===== config.mk =====
export PLATFORM = sky130hd
export DESIGN_NAME = sliding_window_median_top
export DESIGN_NICKNAME = d
export VERILOG_FILES = /design/src/rtl/core/swm_pkg.sv /design/src/rtl/core/swm_cell.sv /design/src/rtl/core/sliding_window_median_top.sv
export SDC_FILE = /design/constraint.sdc
export NUM_CORES = 2
export LEC_CHECK = 0
export BUFFER_PORTS_ARGS = -buffer_cell sky130_fd_sc_hd__buf_2
export CORE_MARGIN = 5
export CORE_UTILIZATION = 55
export DETAILED_ROUTE_END_ITERATION = 8
export HOLD_SLACK_MARGIN = 0.03
export PLACE_DENSITY = 0.71
export SYNTH_ARGS = -nofsm -noshare
export SYNTH_HDL_FRONTEND = slang
export SYNTH_SLANG_ARGS = --single-unit

===== constraint.sdc =====
create_clock -name clk -period 7.6 [get_ports clk]
set_clock_uncertainty 0.05 [all_clocks]
set_input_delay 0.38 -clock clk [delete_from_list [all_inputs] [get_ports clk]]
set_output_delay 0.38 -clock clk [all_outputs]
set_load 0.1 [all_outputs]

===== src/rtl/core/swm_pkg.sv =====
// ----------------------------------------------------------------------------
// swm_pkg
// Shared types and constants of the per-channel sliding median filter.
// ----------------------------------------------------------------------------
package swm_pkg;

	localparam int MAX_WINDOW  = 11;
	localparam int CHANNELS    = 2;
	localparam int SAMPLE_BITS = 16;

	localparam int CH_W      = (CHANNELS > 1) ? $clog2(CHANNELS) : 1;
	localparam int IDX_W     = $clog2(MAX_WINDOW);
	localparam int CNT_W     = $clog2(MAX_WINDOW);
	localparam int WIDTH_W   = 4;
	localparam int CFG_IDX_W = CH_W;

	localparam logic [WIDTH_W-1:0] WIDTH_RESET = WIDTH_W'(5);

	typedef logic signed [SAMPLE_BITS-1:0] sample_t;
	typedef logic [CH_W-1:0]               chan_t;
	typedef logic [IDX_W-1:0]              idx_t;
	typedef logic [CNT_W-1:0]              cnt_t;
	typedef logic [WIDTH_W-1:0]            width_t;

	// value circulating around the cell ring
	typedef struct packed {
		sample_t val;
		idx_t    idx;
		logic    en;
	} travel_t;

	// control broadcast to every cell
	typedef struct packed {
		logic    load;
		logic    wr;
		logic    shift;
		chan_t   ch;
		idx_t    pos;
		sample_t sample;
		width_t  width;
		cnt_t    rank;
	} cell_ctl_t;

endpackage


===== src/rtl/core/swm_cell.sv =====
// ----------------------------------------------------------------------------
// swm_cell
// One window slot: holds the slot's sample for every channel and ranks the
// slot's value against the values circulating through the ring.
// ----------------------------------------------------------------------------
module swm_cell (
	input  logic               clk,
	input  logic               arst_n,
	input  swm_pkg::cell_ctl_t ctl,
	input  swm_pkg::idx_t      cell_idx,
	input  swm_pkg::travel_t   trav_in,
	output swm_pkg::travel_t   trav_out,
	output swm_pkg::sample_t   value,
	output logic               hit
);
	import swm_pkg::*;

	sample_t store_q [CHANNELS];
	sample_t a_q;
	logic    en_q;
	travel_t trav_q;
	cnt_t    cnt_q;

	logic    wr_here;
	sample_t new_val;
	logic    en_new;
	logic    below;

	assign wr_here = ctl.load && ctl.wr && (ctl.pos == cell_idx);
	assign new_val = wr_here ? ctl.sample : store_q[ctl.ch];
	assign en_new  = (32'(cell_idx) < 32'(ctl.width));
	assign below   = trav_q.en && en_q &&
		((trav_q.val < a_q) || ((trav_q.val == a_q) && (trav_q.idx < cell_idx)));

	always_ff @(posedge clk or negedge arst_n) begin
		if (!arst_n) begin
			for (int c = 0; c < CHANNELS; c++) begin
				store_q[c] <= '0;
			end
		end else if (wr_here) begin
			store_q[ctl.ch] <= ctl.sample;
		end
	end

	always_ff @(posedge clk or negedge arst_n) begin
		if (!arst_n) begin
			a_q    <= '0;
			en_q   <= 1'b0;
			trav_q <= '0;
			cnt_q  <= '0;
		end else if (ctl.load) begin
			a_q    <= new_val;
			en_q   <= en_new;
			trav_q <= '{val: new_val, idx: cell_idx, en: en_new};
			cnt_q  <= '0;
		end else if (ctl.shift) begin
			if (below) begin
				cnt_q <= cnt_q + cnt_t'(1);
			end
			trav_q <= trav_in;
		end
	end

	assign trav_out = trav_q;
	assign value    = a_q;
	assign hit      = en_q && (cnt_q == ctl.rank);

endmodule


===== src/rtl/core/sliding_window_median_top.sv =====
// An item is ranked by one full rotation of the ring of window cells, and no new
// item is taken until that item's result has been registered for output.
// A new item is taken while the previous result waits in the output register.
// Reset: asynchronous, active low; clears all samples and write positions,
// sets both window widths to 5.
// ----------------------------------------------------------------------------
// sliding_window_median_top
// Per-channel sliding median filter built from a ring of ranking cells.
// ----------------------------------------------------------------------------
module sliding_window_median_top (
	input  logic                        clk,
	input  logic                        arst_n,
	input  logic                        s_axis_tvalid,
	output logic                        s_axis_tready,
	input  logic [swm_pkg::SAMPLE_BITS-1:0] s_axis_tdata,  // [15:0] sample
	input  logic [swm_pkg::CH_W-1:0]    s_axis_tuser,      // [0] channel
	output logic                        m_axis_tvalid,
	input  logic                        m_axis_tready,
	output logic [swm_pkg::SAMPLE_BITS-1:0] m_axis_tdata,  // [15:0] median
	output logic [swm_pkg::CH_W-1:0]    m_axis_tuser,      // [0] channel_out
	input  logic                        cfg_valid,
	output logic                        cfg_ready,
	input  logic [swm_pkg::CFG_IDX_W-1:0] cfg_index,
	input  logic [swm_pkg::WIDTH_W-1:0] cfg_data
);
	import swm_pkg::*;

	typedef enum logic [1:0] {ST_IDLE, ST_RUN, ST_DONE} state_t;

	state_t    state_q;
	cnt_t      step_q;
	width_t    width_q [CHANNELS];
	idx_t      wp_q    [CHANNELS];
	chan_t     ch_q;
	width_t    w_cur_q;
	logic      ok_q;
	logic      out_valid_q;
	sample_t   out_data_q;
	chan_t     out_ch_q;

	logic      s_accept;
	chan_t     in_ch;
	width_t    w_in;
	logic      ok_in;
	logic [IDX_W:0] pos_inc;
	idx_t      pos_next;
	cell_ctl_t ctl;
	travel_t   trav  [MAX_WINDOW];
	sample_t   vals  [MAX_WINDOW];
	logic [MAX_WINDOW-1:0] hits;
	sample_t   median;
	logic      out_free;

	assign s_accept  = s_axis_tvalid && s_axis_tready;
	assign s_axis_tready = (state_q == ST_IDLE);
	assign cfg_ready = 1'b1;
	assign in_ch     = s_axis_tuser;
	assign w_in      = width_q[in_ch];
	assign ok_in     = (w_in != '0) && (32'(w_in) < MAX_WINDOW);
	assign pos_inc   = {1'b0, wp_q[in_ch]} + (IDX_W+1)'(1);
	assign pos_next  = (32'(pos_inc) >= 32'(w_in)) ? '0 : pos_inc[IDX_W-1:0];
	assign out_free  = !out_valid_q || m_axis_tready;

	always_comb begin
		ctl.load   = s_accept;
		ctl.wr     = ok_in;
		ctl.shift  = (state_q == ST_RUN);
		ctl.ch     = in_ch;
		ctl.pos    = pos_next;
		ctl.sample = sample_t'(s_axis_tdata);
		ctl.width  = w_in;
		ctl.rank   = cnt_t'(w_cur_q >> 1);
	end

	for (genvar k = 0; k < MAX_WINDOW; k++) begin : g_cell
		swm_cell u_cell (
			.clk      (clk),
			.arst_n   (arst_n),
			.ctl      (ctl),
			.cell_idx (IDX_W'(k)),
			.trav_in  (trav[(k + 1) % MAX_WINDOW]),
			.trav_out (trav[k]),
			.value    (vals[k]),
			.hit      (hits[k])
		);
	end

	always_comb begin
		median = '0;
		for (int k = 0; k < MAX_WINDOW; k++) begin
			if (hits[k]) begin
				median = median | vals[k];
			end
		end
	end

	// configuration and write positions
	always_ff @(posedge clk or negedge arst_n) begin
		if (!arst_n) begin
			for (int c = 0; c < CHANNELS; c++) begin
				width_q[c] <= WIDTH_RESET;
				wp_q[c]    <= '0;
			end
		end else begin
			if (cfg_valid && cfg_ready) begin
				width_q[cfg_index] <= cfg_data;
			end
			if (s_accept && ok_in) begin
				wp_q[in_ch] <= pos_next;
			end
		end
	end

	always_ff @(posedge clk or negedge arst_n) begin
		if (!arst_n) begin
			state_q     <= ST_IDLE;
			step_q      <= '0;
			ch_q        <= '0;
			w_cur_q     <= '0;
			ok_q        <= 1'b0;
			out_valid_q <= 1'b0;
			out_data_q  <= '0;
			out_ch_q    <= '0;
		end else begin
			if (out_valid_q && m_axis_tready) begin
				out_valid_q <= 1'b0;
			end
			unique case (state_q)
				ST_IDLE: begin
					if (s_accept) begin
						ch_q    <= in_ch;
						w_cur_q <= w_in;
						ok_q    <= ok_in;
						step_q  <= '0;
						state_q <= ST_RUN;
					end
				end
				ST_RUN: begin
					if (32'(step_q) == MAX_WINDOW - 1) begin
						state_q <= ST_DONE;
					end else begin
						step_q <= step_q + cnt_t'(1);
					end
				end
				ST_DONE: begin
					if (out_free) begin
						out_valid_q <= 1'b1;
						out_data_q  <= ok_q ? median : '0;
						out_ch_q    <= ch_q;
						state_q     <= ST_IDLE;
					end
				end
				default: state_q <= ST_IDLE;
			endcase
		end
	end

	assign m_axis_tvalid = out_valid_q;
	assign m_axis_tdata  = out_data_q;
	assign m_axis_tuser  = out_ch_q;

endmodule


==> out/metrics.sh <==
STATUS='finished, final reports clean'
POST-CTS-SETUP-BUFFER-COUNT=0
SYN_NETS=4245
FLOORPLAN.INITIALDENSITY_PCT=55.5
FLOORPLAN.DIE_AREA_MM2=0.0853
SYNTH_TOP_AREA_SHARE_PCT=48.8
CORE_MM2=0.0789
CP_SLOWEST_STAGE_DELAY_NS=0.69
GRT_PASS1_WL_UM=206000
SEQUENTIALPOWERSHARE_PCT=39.4
WORST_ENDPOINT_REQUIRED_TIME_NS=8.08
TIMING_WORST_SETUP_PATH_TYPE='in -> reg'
GRT_START_MAX_NET_PINS=177
CTS.REPAIR.RESIZED=0
CRIT_PATH_FREQUENT_CELL='ha_1'
LAYOUT_WORST_PATH_CYCLE_SHARE_PCT=61.0
SYNTH.TOP_CELLS.BY_AREA='dfrtp_1 49%, mux2_2 8.3%, ha_1 5.5%, mux2i_1 4.9%, nand2_1 3.5%'
PLACEMENT.CELL_AREA_MM2=0.0448
POWER_mW=18.9
FINALSETUPVIOLATIONS=0
CRITICAL_PATH.CELL_CHAIN='buf_8 > mux2i_4 > inv_1 > ha_1 > ha_1 > a211o_1 > a21oi_1 > nand3_2 > nor2_4 > nand2_2 > mux2_1'
VDD.IR_DROP.WORST_V=0.000271
GRT.TOTAL_USAGE_PCT=31.5
TIMING.FINAL.WS_SETUP_NS=2.96
FINALINSTANCEAREA_MM2=0.0480
GRT_REMAINING_OVERFLOW=0
FINALWORSTPATHREQUIREDPERIOD_NS=4.64
CRIT_ARRIVAL_NS=5.12
CTSHOLDBUFFERS=6
FINALWEIGHTEDCONGESTION=1.02
SEQ_AREA_FRAC_SYNTH_PCT=49.1
P_SW_mW=7.47
SYNTH.AVG_CELL_AREA_UM2=10.9
TIMING.FMAX_MHz=216
TOP_LEVEL_PORTS=47
DRTANTENNAVIOLNETS=0
CELLINTERNALPOWER_mW=11.4
FINAL-HOLD-VIOLATION-COUNT=0
SYNTH_TOP_FAMILY_BY_AREA='multiplexers'
CTS-BUFFERS-INSERTED=93
VIA_COUNT=33283
FIN_SETUP_TNS_NS=0
YOSYS_REGISTER_BITS=858
SYNTH.DISTINCT_CELLS=92
NUMBER_OF_INSERTED_FILLER_CELLS_IN_THE_FINAL_LAYOUT=6415
RSZ0062_AT_GRT='false'
SYNTHARSTFLOPSHARE_PCT=100
GRT_PASS1_VIAS=31903
WORST-PATH-MAX-FANOUT=72
ANTENNA_FOUND_INITIAL=2
WORSTMARGINPINSLEW_NS=1.22
SYNTH_SIMPLE_GATE_AREA_SHARE_PCT=10.9
ROUTED_VIA_DENSITY=6.57
LEVEL_COUNT_OF_THE_CLOCK_H_TREE=3
WORSTPATHBUFFERINVERTERCOUNT=2
STATIC-LEAKAGE-POWER_nW=22.1
POST-PLACE-WS_NS=2.30
AVGROUTEDWIREPERCELL_UM=27.1
SYNTH_ENABLE_FLOP_CELLS=0
SHARE_CLK_OF_TOTAL_POWER_PCT=24.9
DRTPASS1ITERATIONS=6
CLKSINKCOUNT=858
REPORT.FINAL.SLEW_VIOL_COUNT=0
CLOCK_TREE_FROM_TRITONCTS='built'
MOST-COMMON-LAYOUT-CELLS='854 x dfrtp_1, 404 x nand2_1, 322 x mux2_2'
CRITICAL-PATH-SLOWEST-CELL='ha_1'
MAXCAPVIOLATIONS=0
DETAILEDROUTE.FIRSTITERATIONVIOLATIONS=3774
REMAINING_DRC_ERRORS=0
FLOORPLAN.ROWS=103
NNETSFINAL=4159
MUXSHAREOFSYNTHAREA_PCT=15.2
DETAIL_ROUTE.WIRELENGTH_UM=137000
YS_DOMINANT_REG_CELL='dfrtp_1'
INSTANCES_NO_FILL=5064
PLACED_CELLS=4888
WORST_HOLD_PATH_TYPE='in -> reg'
POWER.DENSITY_CELL_AREA_mW_PER_MM2=393
YOSYSTOPAREACELL='dfrtp_1'
SYNTHADDERAREAFRAC_PCT=5.52
SYNTH-COMPOUND-AREA-SHARE_PCT=13.8
TIMING.MAX_SLEW.REL_SLACK_PCT=18.3
NETSWITCHINGFRACTION_PCT=39.6
CTS.REPORTEDPATHS.CLKPINSLEW_NS=0.06
DIE_W_UM=292
CLOCKROOTBUFFER='clkbuf_16'
PLACE_HPWL_UM=95000
PWR-SHARE-COMB_PCT=35.7
CLOCK_LATENCY_NS=0.66
PATH_DELAY_FAMILY='simple AND/OR/NAND/NOR gates'
SYN_AREA_MM2=0.0437
ANTENNA-DIODE-COUNT=0
BUFFER_DEPTH_OF_THE_LONGEST_CLOCK_PATH=3
PORT-BUFFER-COUNT=45
WORSTSETUPENDPOINTTYPE='flop'
FINAL_LAYOUT_SIZE_SUFFIX_GT1_SHARE_PCT=17.6
DIE_HEIGHT_UM=292
SYN-INSTANCE-COUNT=4025
SYNTH_XOR_XNOR_AREA_SHARE_PCT=0.921
WORSTSETUPSTARTPOINTTYPE='input pin'
MOST_COMMON_LIBRARY_CELL_IN_THE_LAYOUT_IGNORING_FILL_AND_TAPS='dfrtp_1'
SYNTHESIS.YOSYS.WARNINGS=0
LAYOUT-AREA-OVERHEAD-VS-SYNTH_PCT=9.78
==> worst min-delay path, cell delays in order <==
cell and delay [ns]:
buf_2 0.08, nor2b_1 0.09, mux2_2 0.23
==> state kept, by name (all words and copies together), names as in the netlist <==
signal,cells
ch_q,1
g_cell.u_cell.cnt_q,44
g_cell.u_cell.en_q,10
g_cell.u_cell.store_q,352
g_cell.u_cell.trav_out,231
g_cell.u_cell.value,176
m_axis_tdata,16
m_axis_tuser,1
m_axis_tvalid,1
ok_q,1
state_q,2
step_q,4
w_cur_q,3
width_q,8
wp_q,8
==> synthesized netlist by cell type (all sizes together), types with 14 or more instances <==
cell / instances
dfrtp: 854
nand2: 411
mux2: 388
mux2i: 218
clkbuf: 212
inv: 206
ha: 193
o21ai: 155
o221ai: 144
a21oi: 143
o22ai: 125
nand3: 124
nor2: 118
a211oi: 109
and3: 108
buf: 78
nor3: 59
xor2: 37
nand4: 33
a22oi: 28
nor4: 25
nand2b: 20
a221oi: 19
a22o: 19
a222oi: 18
o211ai: 16
a21o: 15
nor2b: 15
nor3b: 15
or3: 14
==> metrics by stage <==
| step | hold WS [ns] | utilization, % |
|---|---|---|
| finish | 0.122 | 60.9 |
| global route | 0.115 | 60.9 |
| CTS | 0.0971 | 60.9 |
| detailed placement | 0.409 | 56.8 |
| global placement | 0.396 | 56.8 |
| floorplan | 0.0344 | - |
==> power by group through the flow <==
stage                     combinational [mW]  clock, mW  sequential [mW]
after global placement                  6.39          0             7.38
after CTS                               6.62       4.74             7.35
after global routing                    7.36       4.93             7.54
after detailed placement                6.58          0             7.41
after floorplan                         4.59          0             7.03
final                                   6.73       4.70             7.43
==> routing by layer <==
layer,vias to the layer above,wire [um],GRT usage [%]
met5,-,27,0
met4,4,6540,13.2
met3,295,16800,9.97
met2,1666,56000,43.2
met1,16772,57900,46.1
li1,14546,-,-
==> final timing paths <==
| kind | startpoint | endpoint | slack, ns | cells past startpoint |
|---|---|---|---|---|
| setup / recovery | s_axis_tuser | g_cell[6].u_cell.store_q[0] | 2.96 | 11 |
| hold / removal | cfg_index | width_q[5] | 0.12 | 3 |
| setup reg to reg | wp_q[4] | g_cell[6].u_cell.store_q[0] | 3.00 | 10 |
| hold reg to reg | g_cell[4].u_cell.cnt_q[3] | g_cell[4].u_cell.cnt_q[3] | 0.42 | 1 |
| max in group asynchronous | arst_n | g_cell[4].u_cell.store_q[26] | 5.26 | 4 |
| min in group asynchronous | arst_n | g_cell[9].u_cell.trav_out[2] | 0.36 | 2 |
==> cell families (layout without fill, tap and decap cells) <==
| logic type | after synthesis | in the layout |
|---|---|---|
| AOI/OAI and AO/OA | 857 | 857 |
| other | 1 | 1 |
| and+or+nand+nor | 971 | 971 |
| adders and majority gates | 193 | 193 |
| xor gates and xnor gates | 43 | 43 |
| DFF | 858 | 858 |
| muxes | 606 | 606 |
| buffers and inverters | 496 | 485 |
==> cell type report <==
cell class / count / area [um^2] / share of cell area (%)
well taps: 1050 / 1310 / 2.74
multi-input cells: 2671 / 20400 / 42.5
inverters: 206 / 773 / 1.61
clock buffers: 148 / 2920 / 6.08
clock inverters: 22 / 268 / 0.558
repair buffers: 109 / 853 / 1.78
flip-flops and latches: 858 / 21500 / 44.7
Power figures use the tool's default switching activity.
